$ cat src/rtl/rimr_pkg.sv
package rimr_pkg;

    // Build-time sizing
    localparam int CHANNELS         = 2;
    localparam int TICKS_PER_SECOND = 1000;
    localparam int CH_W             = (CHANNELS > 1) ? $clog2(CHANNELS) : 1;
    localparam int MS_W             = 10;

    // Holding register map above the per-channel debounce registers
    localparam int H_BAUD   = CHANNELS + 0;
    localparam int H_PARITY = CHANNELS + 1;
    localparam int H_STOP   = CHANNELS + 2;
    localparam int H_REBOOT = CHANNELS + 3;
    localparam int H_ADDR   = CHANNELS + 4;

    // Limits and reset values
    localparam int DEBOUNCE_MAX = 100;
    localparam int ADDR_MAX     = 247;
    localparam logic [6:0]  DEBOUNCE_RESET = 7'd50;
    localparam logic [10:0] BAUD_RESET     = 11'd96;
    localparam logic [1:0]  PARITY_RESET   = 2'd0;
    localparam logic [1:0]  STOP_RESET     = 2'd2;
    localparam logic [7:0]  ADDR_RESET     = 8'd1;

    typedef enum logic [2:0] {
        CMD_TICK       = 3'd0,
        CMD_EDGE       = 3'd1,
        CMD_COIL_WRITE = 3'd2,
        CMD_COIL_READ  = 3'd3,
        CMD_DISC_READ  = 3'd4,
        CMD_INPUT_READ = 3'd5,
        CMD_HOLD_READ  = 3'd6,
        CMD_HOLD_WRITE = 3'd7
    } cmd_t;

    typedef enum logic [1:0] {
        STATUS_OK        = 2'd0,
        STATUS_BAD_ADDR  = 2'd1,
        STATUS_BAD_VALUE = 2'd2
    } status_t;

    typedef struct packed {
        cmd_t        command;
        logic        channel;
        logic [2:0]  reg_index;
        logic [15:0] write_value;
    } item_t;

    typedef struct packed {
        status_t     status;
        logic [15:0] read_data;
        logic [1:0]  relay_levels;
        logic        reboot_request;
        logic        serial_changed;
        logic [10:0] baud_hundreds;
        logic [1:0]  parity_mode;
        logic [1:0]  stop_bit_count;
        logic [7:0]  slave_address;
    } result_t;

endpackage

$ cat src/rtl/rimr_core.sv
module rimr_core (
    input  logic              aclk,
    input  logic              aresetn,
    input  logic              apply,
    input  rimr_pkg::item_t   item,
    output rimr_pkg::result_t result
);

    logic                  relay_reg    [rimr_pkg::CHANNELS];
    logic                  relay_next   [rimr_pkg::CHANNELS];
    logic                  level_reg    [rimr_pkg::CHANNELS];
    logic                  level_next   [rimr_pkg::CHANNELS];
    logic [15:0]           press_reg    [rimr_pkg::CHANNELS];
    logic [15:0]           press_next   [rimr_pkg::CHANNELS];
    logic [6:0]            debounce_reg [rimr_pkg::CHANNELS];
    logic [6:0]            debounce_next[rimr_pkg::CHANNELS];
    logic [6:0]            holdoff_reg  [rimr_pkg::CHANNELS];
    logic [6:0]            holdoff_next [rimr_pkg::CHANNELS];
    logic [rimr_pkg::MS_W-1:0] ms_reg, ms_next;
    logic [31:0]           uptime_reg, uptime_next;
    logic [10:0]           baud_reg, baud_next;
    logic [1:0]            parity_reg, parity_next;
    logic [1:0]            stop_reg, stop_next;
    logic [7:0]            addr_reg, addr_next;
    logic                  reboot_reg, reboot_next;

    logic [rimr_pkg::MS_W:0]   ms_inc;
    logic [rimr_pkg::CH_W-1:0] reg_ch;
    logic [rimr_pkg::CH_W-1:0] edge_ch;
    logic [rimr_pkg::CH_W-1:0] press_ch;
    logic [2:0]                press_off;
    logic                      baud_ok;
    rimr_pkg::status_t         status;
    logic [15:0]               data;
    logic                      changed;
    logic [1:0]                levels;

    assign reg_ch    = item.reg_index[rimr_pkg::CH_W-1:0];
    assign edge_ch   = rimr_pkg::CH_W'(item.channel);
    assign press_off = item.reg_index - 3'd2;
    assign press_ch  = press_off[rimr_pkg::CH_W-1:0];
    assign ms_inc    = {1'b0, ms_reg} + {{rimr_pkg::MS_W{1'b0}}, 1'b1};
    assign baud_ok   = item.write_value inside {16'd12, 16'd24, 16'd48, 16'd96,
                                                16'd192, 16'd384, 16'd576, 16'd1152};

    // Decode the command and form the next state and the result
    always_comb begin
        relay_next    = relay_reg;
        level_next    = level_reg;
        press_next    = press_reg;
        debounce_next = debounce_reg;
        holdoff_next  = holdoff_reg;
        ms_next       = ms_reg;
        uptime_next   = uptime_reg;
        baud_next     = baud_reg;
        parity_next   = parity_reg;
        stop_next     = stop_reg;
        addr_next     = addr_reg;
        reboot_next   = reboot_reg;
        status        = rimr_pkg::STATUS_OK;
        data          = 16'd0;
        changed       = 1'b0;

        case (item.command)
            rimr_pkg::CMD_TICK: begin
                for (int n = 0; n < rimr_pkg::CHANNELS; n++) begin
                    if (holdoff_reg[n] != 7'd0) begin
                        holdoff_next[n] = holdoff_reg[n] - 7'd1;
                    end
                end
                if (ms_inc >= (rimr_pkg::MS_W+1)'(rimr_pkg::TICKS_PER_SECOND)) begin
                    ms_next     = '0;
                    uptime_next = uptime_reg + 32'd1;
                end else begin
                    ms_next = ms_inc[rimr_pkg::MS_W-1:0];
                end
            end
            rimr_pkg::CMD_EDGE: begin
                if (int'(item.channel) >= rimr_pkg::CHANNELS) begin
                    status = rimr_pkg::STATUS_BAD_ADDR;
                end else begin
                    level_next[edge_ch] = ~level_reg[edge_ch];
                    if (!level_reg[edge_ch]) begin
                        // rising level: count a press once hold-off has expired
                        if (holdoff_reg[edge_ch] == 7'd0) begin
                            press_next[edge_ch] = press_reg[edge_ch] + 16'd1;
                            relay_next[edge_ch] = ~relay_reg[edge_ch];
                        end
                    end else begin
                        holdoff_next[edge_ch] = debounce_reg[edge_ch];
                    end
                end
            end
            rimr_pkg::CMD_COIL_WRITE: begin
                if (int'(item.reg_index) < rimr_pkg::CHANNELS) begin
                    relay_next[reg_ch] = item.write_value[0];
                end else begin
                    status = rimr_pkg::STATUS_BAD_ADDR;
                end
            end
            rimr_pkg::CMD_COIL_READ: begin
                if (int'(item.reg_index) < rimr_pkg::CHANNELS) begin
                    data = {15'd0, relay_reg[reg_ch]};
                end else begin
                    status = rimr_pkg::STATUS_BAD_ADDR;
                end
            end
            rimr_pkg::CMD_DISC_READ: begin
                if (int'(item.reg_index) < rimr_pkg::CHANNELS) begin
                    data = {15'd0, level_reg[reg_ch]};
                end else begin
                    status = rimr_pkg::STATUS_BAD_ADDR;
                end
            end
            rimr_pkg::CMD_INPUT_READ: begin
                if (item.reg_index == 3'd0) begin
                    data = uptime_reg[31:16];
                end else if (item.reg_index == 3'd1) begin
                    data = uptime_reg[15:0];
                end else if (int'(item.reg_index) - 2 < rimr_pkg::CHANNELS) begin
                    data = press_reg[press_ch];
                end else begin
                    status = rimr_pkg::STATUS_BAD_ADDR;
                end
            end
            rimr_pkg::CMD_HOLD_READ: begin
                if (int'(item.reg_index) < rimr_pkg::CHANNELS) begin
                    data = {9'd0, debounce_reg[reg_ch]};
                end else if (int'(item.reg_index) == rimr_pkg::H_BAUD) begin
                    data = {5'd0, baud_reg};
                end else if (int'(item.reg_index) == rimr_pkg::H_PARITY) begin
                    data = {14'd0, parity_reg};
                end else if (int'(item.reg_index) == rimr_pkg::H_STOP) begin
                    data = {14'd0, stop_reg};
                end else if (int'(item.reg_index) == rimr_pkg::H_ADDR) begin
                    data = {8'd0, addr_reg};
                end else begin
                    // reboot register is write only
                    status = rimr_pkg::STATUS_BAD_ADDR;
                end
            end
            rimr_pkg::CMD_HOLD_WRITE: begin
                if (int'(item.reg_index) < rimr_pkg::CHANNELS) begin
                    if (int'(item.write_value) > rimr_pkg::DEBOUNCE_MAX) begin
                        status = rimr_pkg::STATUS_BAD_VALUE;
                    end else begin
                        debounce_next[reg_ch] = item.write_value[6:0];
                    end
                end else if (int'(item.reg_index) == rimr_pkg::H_BAUD) begin
                    if (!baud_ok) begin
                        status = rimr_pkg::STATUS_BAD_VALUE;
                    end else if (item.write_value[10:0] != baud_reg) begin
                        baud_next = item.write_value[10:0];
                        changed   = 1'b1;
                    end
                end else if (int'(item.reg_index) == rimr_pkg::H_PARITY) begin
                    if (item.write_value > 16'd2) begin
                        status = rimr_pkg::STATUS_BAD_VALUE;
                    end else if (item.write_value[1:0] != parity_reg) begin
                        parity_next = item.write_value[1:0];
                        changed     = 1'b1;
                    end
                end else if (int'(item.reg_index) == rimr_pkg::H_STOP) begin
                    if (item.write_value < 16'd1 || item.write_value > 16'd2) begin
                        status = rimr_pkg::STATUS_BAD_VALUE;
                    end else if (item.write_value[1:0] != stop_reg) begin
                        stop_next = item.write_value[1:0];
                        changed   = 1'b1;
                    end
                end else if (int'(item.reg_index) == rimr_pkg::H_REBOOT) begin
                    reboot_next = (item.write_value != 16'd0);
                end else if (int'(item.reg_index) == rimr_pkg::H_ADDR) begin
                    if (item.write_value < 16'd1 ||
                        int'(item.write_value) > rimr_pkg::ADDR_MAX) begin
                        status = rimr_pkg::STATUS_BAD_VALUE;
                    end else begin
                        addr_next = item.write_value[7:0];
                    end
                end else begin
                    status = rimr_pkg::STATUS_BAD_ADDR;
                end
            end
            default: begin
                status = rimr_pkg::STATUS_BAD_ADDR;
            end
        endcase

        if (status != rimr_pkg::STATUS_OK) begin
            data = 16'd0;
        end
    end

    // Pack relay levels of the first two channels
    always_comb begin
        levels = 2'b00;
        for (int n = 0; n < 2; n++) begin
            if (n < rimr_pkg::CHANNELS) begin
                levels[n] = relay_next[n];
            end
        end
    end

    assign result.status         = status;
    assign result.read_data      = data;
    assign result.relay_levels   = levels;
    assign result.reboot_request = reboot_next;
    assign result.serial_changed = changed;
    assign result.baud_hundreds  = baud_next;
    assign result.parity_mode    = parity_next;
    assign result.stop_bit_count = stop_next;
    assign result.slave_address  = addr_next;

    // Commit the state on each transfer into the result stage
    always_ff @(posedge aclk) begin
        if (!aresetn) begin
            for (int n = 0; n < rimr_pkg::CHANNELS; n++) begin
                relay_reg[n]    <= 1'b0;
                level_reg[n]    <= 1'b0;
                press_reg[n]    <= 16'd0;
                debounce_reg[n] <= rimr_pkg::DEBOUNCE_RESET;
                holdoff_reg[n]  <= 7'd0;
            end
            ms_reg     <= '0;
            uptime_reg <= 32'd0;
            baud_reg   <= rimr_pkg::BAUD_RESET;
            parity_reg <= rimr_pkg::PARITY_RESET;
            stop_reg   <= rimr_pkg::STOP_RESET;
            addr_reg   <= rimr_pkg::ADDR_RESET;
            reboot_reg <= 1'b0;
        end else if (apply) begin
            relay_reg    <= relay_next;
            level_reg    <= level_next;
            press_reg    <= press_next;
            debounce_reg <= debounce_next;
            holdoff_reg  <= holdoff_next;
            ms_reg       <= ms_next;
            uptime_reg   <= uptime_next;
            baud_reg     <= baud_next;
            parity_reg   <= parity_next;
            stop_reg     <= stop_next;
            addr_reg     <= addr_next;
            reboot_reg   <= reboot_next;
        end
    end

    // Settings and the millisecond count stay inside their legal ranges; state holds without a transfer
    a_stop_range: assert property (@(posedge aclk) disable iff (!aresetn)
        stop_reg == 2'd1 || stop_reg == 2'd2)
        else $error("stop bit setting out of range");

    a_addr_range: assert property (@(posedge aclk) disable iff (!aresetn)
        addr_reg != 8'd0 && int'(addr_reg) <= rimr_pkg::ADDR_MAX)
        else $error("slave address out of range");

    a_ms_range: assert property (@(posedge aclk) disable iff (!aresetn)
        int'(ms_reg) < rimr_pkg::TICKS_PER_SECOND)
        else $error("millisecond count past one second");

    a_hold_state: assert property (@(posedge aclk) disable iff (!aresetn)
        !apply |=> $stable(uptime_reg) && $stable(baud_reg) && $stable(reboot_reg))
        else $error("state changed without a transfer");

endmodule

$ cat src/rtl/relay_input_module_registers.sv
// Relay and input module register map.
// Input channel s_*: one command per transfer (tick, pin edge, coil, discrete,
// input or holding register access). Result channel m_*: exactly one result
// per command, carrying the status, read data and the current relay levels,
// reboot flag and serial/address settings as they stand after the command.
// Path: a command accepted on s_* is held in the input register, moves into the
// result register when that stage is free or m_ready is high, and shows on m_*
// from there; the state is committed at the same edge as that result transfer.
// Throughput: one command per cycle while m_ready stays high; the decode and
// update path between the input register and the result register is combinational.
// Stall: while m_ready is low the result register holds and one more command
// waits in the input register; s_ready drops only once both are occupied.
// Reset: aresetn low (synchronous) empties both registers and returns relays,
// counters, timers and settings to their defaults (debounce 50 ms, 9600 baud,
// no parity, 2 stop bits, address 1).
module relay_input_module_registers (
    input  logic        aclk,
    input  logic        aresetn,
    input  logic        s_valid,
    output logic        s_ready,
    input  logic [2:0]  s_command,
    input  logic        s_channel,
    input  logic [2:0]  s_reg_index,
    input  logic [15:0] s_write_value,
    output logic        m_valid,
    input  logic        m_ready,
    output logic [1:0]  m_status,
    output logic [15:0] m_read_data,
    output logic [1:0]  m_relay_levels,
    output logic        m_reboot_request,
    output logic        m_serial_changed,
    output logic [10:0] m_baud_hundreds,
    output logic [1:0]  m_parity_mode,
    output logic [1:0]  m_stop_bit_count,
    output logic [7:0]  m_slave_address
);

    logic              in_valid_reg;
    rimr_pkg::item_t   item_reg;
    logic              out_valid_reg;
    rimr_pkg::result_t result_reg;
    rimr_pkg::result_t result_next;
    logic              advance;
    logic              take;

    // Move the held command on when the result stage is free or draining
    assign advance = in_valid_reg && (!out_valid_reg || m_ready);
    assign s_ready = !in_valid_reg || advance;
    assign take    = s_valid && s_ready;

    // Input register
    always_ff @(posedge aclk) begin
        if (!aresetn) begin
            in_valid_reg <= 1'b0;
        end else if (take) begin
            in_valid_reg <= 1'b1;
        end else if (advance) begin
            in_valid_reg <= 1'b0;
        end
    end

    always_ff @(posedge aclk) begin
        if (take) begin
            item_reg.command     <= rimr_pkg::cmd_t'(s_command);
            item_reg.channel     <= s_channel;
            item_reg.reg_index   <= s_reg_index;
            item_reg.write_value <= s_write_value;
        end
    end

    rimr_core u_core (
        .aclk    (aclk),
        .aresetn (aresetn),
        .apply   (advance),
        .item    (item_reg),
        .result  (result_next)
    );

    // Result register
    always_ff @(posedge aclk) begin
        if (!aresetn) begin
            out_valid_reg <= 1'b0;
        end else if (advance) begin
            out_valid_reg <= 1'b1;
        end else if (m_ready) begin
            out_valid_reg <= 1'b0;
        end
    end

    always_ff @(posedge aclk) begin
        if (advance) begin
            result_reg <= result_next;
        end
    end

    assign m_valid          = out_valid_reg;
    assign m_status         = result_reg.status;
    assign m_read_data      = result_reg.read_data;
    assign m_relay_levels   = result_reg.relay_levels;
    assign m_reboot_request = result_reg.reboot_request;
    assign m_serial_changed = result_reg.serial_changed;
    assign m_baud_hundreds  = result_reg.baud_hundreds;
    assign m_parity_mode    = result_reg.parity_mode;
    assign m_stop_bit_count = result_reg.stop_bit_count;
    assign m_slave_address  = result_reg.slave_address;

    a_reset_empty: assert property (@(posedge aclk)
        !aresetn |=> !m_valid && !in_valid_reg)
        else $error("pipeline not empty after reset");

    a_advance_fills: assert property (@(posedge aclk) disable iff (!aresetn)
        advance |=> m_valid)
        else $error("transfer into result stage lost");

    a_wait_holds: assert property (@(posedge aclk) disable iff (!aresetn)
        in_valid_reg && !advance |=> in_valid_reg && $stable(item_reg))
        else $error("held command dropped or changed");

    a_error_no_data: assert property (@(posedge aclk) disable iff (!aresetn)
        m_valid && m_status != rimr_pkg::STATUS_OK |-> m_read_data == 16'd0)
        else $error("read data on a failed access");

    a_status_code: assert property (@(posedge aclk) disable iff (!aresetn)
        m_valid |-> m_status != 2'd3)
        else $error("undefined status code");

endmodule

$ cat config.mk
export PLATFORM = sky130hd
export DESIGN_NAME = relay_input_module_registers
export DESIGN_NICKNAME = d
export VERILOG_FILES = /design/src/rtl/rimr_pkg.sv /design/src/rtl/rimr_core.sv /design/src/rtl/relay_input_module_registers.sv
export SDC_FILE = /design/constraint.sdc
export NUM_CORES = 1
export LEC_CHECK = 0
export BUFFER_PORTS_ARGS = -buffer_cell sky130_fd_sc_hd__buf_2
export CAP_MARGIN = 20
export CORE_AREA = 2 2 206 208
export CTS_BUF_LIST = sky130_fd_sc_hd__clkbuf_2
export CTS_CLUSTER_DIAMETER = 120
export DETAILED_ROUTE_END_ITERATION = 8
export DIE_AREA = 0 0 208 210
export GPL_ROUTABILITY_DRIVEN = 0
export PLACE_DENSITY_LB_ADDON = 0.08
export SYNTH_ARGS = -nofsm -noshare
export SYNTH_HDL_FRONTEND = slang
export SYNTH_SLANG_ARGS = --single-unit
$ cat constraint.sdc
create_clock -name aclk -period 2.95 [get_ports aclk]
set_clock_uncertainty 0.05 [all_clocks]
set_input_delay 0.4425 -clock aclk [delete_from_list [all_inputs] [get_ports aclk]]
set_output_delay 0.4425 -clock aclk [all_outputs]
set_load 0.01 [all_outputs]
==> out/results.md <==
| Stage | Metric | Reported |
|---|---|---|
| run status | Status | completed |
| power | Static Leak | 4.12 nW |
| logic synthesis | Number of enable-type register cells in the synthesized netlist | 68 |
| worst setup path | Depth of the worst register-to-register path | 6 |
| die | Die Span Y | 210 µm |
| logic synthesis | Post-synthesis share of cell area spent on and, or, nand and nor gates | 21.7% |
| timing | Number of setup violations in the final report | 0 |
| logic synthesis | Total nets after synthesis | 1125 |
| clock tree | Number of clock sinks seen by CTS | 200 |
| drt | Sum of routed wire length over all layers | 34100 µm |
| worst setup path | Startpoint of the most critical setup path | item_reg[3] |
| worst setup path | Critical-path maximum fanout | 8 |
| timing | Timing-limited maximum frequency | 364 MHz |
| clock tree | Clock-pin slew on the worst setup and hold paths | 310 ps |
| logic synthesis | Post-synthesis mux area share | 9.21% |
| timing | Slew headroom | 28.8% |
| drt | DRC Markers | 0 |
| clock tree | Worst-skew pair later-pin latency | 900 ps |
| timing | Final clock period utilization by the worst path | 93.2% |
| power | Switching power as a share of total power | 27.5% |
| job | Max capacitance violation total | 0 |
| grt | Vias in the first global route | 8308 |
| worst setup path | Data arrival, critical path | 3350 ps |
| timing | Final Slew Violations | 0 |
| power | Worst VDD drop | 0.182 mV |
| drt | Detailed Route Iter0 Violations | 533 |
| die | Die footprint | 0.0437 mm² |
| power | Net switching power figure | 1.34 mW |
| clock tree | TritonCTS Buffers | 17 |
| grt | Largest net degree at the start of global routing | 53 |
| timing | Worst Hold Margin | 201 ps |
| die | Die width | 208 µm |
| worst hold path | Hold WC Path Type | input pin to flip-flop |
| timing | Summed negative setup slack over all endpoints | 0 ps |
| timing | Tightest Pin Transition | 1060 ps |
| placed design | Detailed-placement wirelength estimate | 24500 µm |
| worst setup path | Worst path max stage delay | 550 ps |
| drt | Via-per-instance ratio | 4.82 |
| logic synthesis | Warning count from the yosys run | 0 |
| die | Num ports | 74 |
| layout | Layout Nets | 1235 |
| logic synthesis | Count of state elements after synthesis | 200 |
| power | Power share of the clock group | 30.8% |
| drt | Antenna-violating nets left | 0 |
| placed design | Number of buffers added on ports | 73 |
| layout | Layout cells sized above 1 | 19.5% |
| grt | Overall fraction of global-route tracks in use | 15.9% |
| worst setup path | Setup CP Type | flip-flop to flip-flop |
| power | Combinational group share of total power | 8.9% |
| power | Cell-internal power | 3.54 mW |
| logic synthesis | Fraction of synthesized cell area in xor and xnor cells | 4.79% |
| logic synthesis | Compound-Gate Fraction of Synth Area | 14.3% |
| timing | Final hold violation count | 0 |
| logic synthesis | Sequential-to-total area share from yosys stat | 45.7% |
| grt | Global-route wire length before repair | 52800 µm |
| worst setup path | Standard cell with the maximum stage delay on the critical path | or4_4 |
| clock tree | CTS tree | built |
| logic synthesis | Syn Inst Count | 1093 |
| die | Number of rows in the core area | 75 |
| drt | Total via count after detailed routing | 8457 |
| logic synthesis | Share of async-settable or async-resettable flops after synthesis | 0% |
| worst setup path | Critical Path Sink Type | flip-flop |
| worst hold path | Start point of the worst hold path | s_write_value[1] |
| power | Pwr/cell area | 407 mW/mm² |
| die | Initial core utilization | 24.7% |
| logic synthesis | Avg Synthesized Cell Area | 9.37 µm² |
| logic synthesis | Adder-cell share of the synthesized area | 0.611% |
| power | Seq pwr share | 60.3% |
| layout | Layout Area Growth over Synthesis | 17.0% |
| clock tree | Maximum buffer depth of the clock tree | 2 |
| logic synthesis | Dominant combinational cell family by area after synthesis | simple AND/OR/NAND/NOR gates |
| grt | Total congestion overflow after global routing | 0 |
| worst setup path | Startpoint type of the worst setup path | flip-flop |
| logic synthesis | Mapped Area | 0.0102 mm² |
| timing | Setup repair after global routing missed its margin | no |
| worst setup path | Critical R2R Launch | item_reg[3] |
| die | Placeable core region | 0.0415 mm² |
| worst setup path | Reg2reg setup slack | 200 ps |
| worst hold path | Cell depth of the worst hold path | 2 |
| drt | Average detailed-routed wire length per instance | 19.4 µm |
| clock tree | Htree depth | 4 |
| worst setup path | Cells traversed along the worst timing path | or4_4, a211oi_1, o211ai_1, a2bb2oi_1, nor3_4, mux2_2 |
| grt | Initial antenna violation count | 1 |
| logic synthesis | Distinct cells, synth | 80 |
| logic synthesis | Flip-flop cell with the highest count after synthesis | dfxtp_1 |
| timing | Post-layout min period | 2750 ps |
| clock tree | Cell at the root of the clock tree | clkbuf_2 |
| drt | Iteration count of the initial detailed-routing pass | 5 |
| worst setup path | Required time of the critical path | 3550 ps |
[power groups by stage]
stage               Combinational (mW)  Clock, mW  Sequential [mW]
floorplan                        0.227          0             2.99
global placement                 0.414          0             2.99
detailed placement               0.410          0             2.99
CTS                              0.441       1.58             2.94
global route                     0.474       1.67             2.95
finish                           0.433       1.50             2.94
[cell type report]
cell class	instances	area [µm²]
diodes	1	2.50
clock buffers	19	95.1
clock inverters	13	154
fillers	4439	29500
inverters	25	93.8
multi-input cells	800	5200
flip-flops and latches	200	4680
well taps	539	674
repair buffers	159	1080
[synth_stat cells, types with 8 or more instances]
cell type	n	share of area, %
nand3_1	45	2.2
nor3_1	19	0.93
or3_1	25	1.5
edfxtp_1	68	20
nand2b_1	12	0.73
and2_1	8	0.49
nor4_1	11	0.67
inv_1	23	0.84
clkbuf_1	46	1.7
and3_1	12	0.73
mux2i_1	38	3.7
mux4_2	9	2.0
a22oi_1	11	0.81
xor2_1	23	2.0
a21oi_1	78	3.8
nand4_1	16	0.98
nor2_1	114	4.2
dfxtp_1	132	26
o21ai_0	59	2.9
xnor2_1	33	2.8
mux2_2	32	3.5
buf_2	13	0.64
a31oi_1	14	0.85
nand2_1	99	3.6
[worst paths after layout]
kind                                           end
worst max-delay path            m_baud_hundreds[8]
worst max register to register  m_baud_hundreds[8]
worst min-delay path                   item_reg[1]
worst min register to register   u_core.reboot_reg
[critical path: cells and delay by family, from the launching register on]
family,cells,cell delay [ps]
flip-flops,1,460
multiplexers,1,400
AO/OA/AOI/OAI,3,620
AND/OR/NAND/NOR,2,980
[cell usage in the layout (no fill, tap or decap), types with 8 or more instances in the layout]
cell type,instances
a21oi_1,78
a22oi_1,11
mux4_2,9
mux2i_1,38
xor2_1,23
a31oi_1,14
nand3_1,45
o21ai_0,59
xnor2_1,33
nor2_1,114
mux2_2,32
nand2b_1,12
edfxtp_1,68
and3_1,12
and2_1,8
clkbuf_2,19
dlygate4sd3_1,27
nand2_1,99
buf_4,59
nor3_1,18
or3_1,25
dfxtp_1,132
nor4_1,10
nand4_1,16
inv_1,22
buf_2,73
[logic make-up after synthesis]
kind of cell | after synthesis
multiplexers | 79
AO/OA/AOI/OAI | 233
XOR/XNOR | 56
buffers and inverters | 93
flip-flops | 200
adder cells (fa/ha/maj) | 5
AND/OR/NAND/NOR | 427
[metal layers]
layer	global-route usage (%)	vias up	routed length, µm
met3	2.26	18	1060
met5	0	-	0
met4	4.11	0	394
met1	23.7	4100	17800
met2	24.0	132	14900
li1	-	4207	-
[per-stage QoR]
stage | power (mW) | util, % | instances | setup slack, ps | cell area (µm²)
after floorplan | 3.22 | - | 1093 | 73.8 | 10200
after global placement | 3.41 | 27.6 | 1693 | 116 | 11400
after detailed placement | 3.40 | 27.6 | 1693 | 136 | 11400
after CTS | 4.97 | 28.8 | 1752 | 85.8 | 11900
after global routing | 5.09 | 28.9 | 1756 | 21.3 | 12000
final | 4.88 | 28.9 | 1756 | 200 | 12000
[repair_timing]
| item | CTS | global route |
|---|---|---|
| hold buffers | 27 | 0 |
| buffers inserted | 0 | 3 |
| resized for setup | 0 | 1 |
| endpoints found under the setup margin | 0 | 7 |
| endpoints found under the hold margin | 35 | 0 |
(Power assumes the default switching activity.)
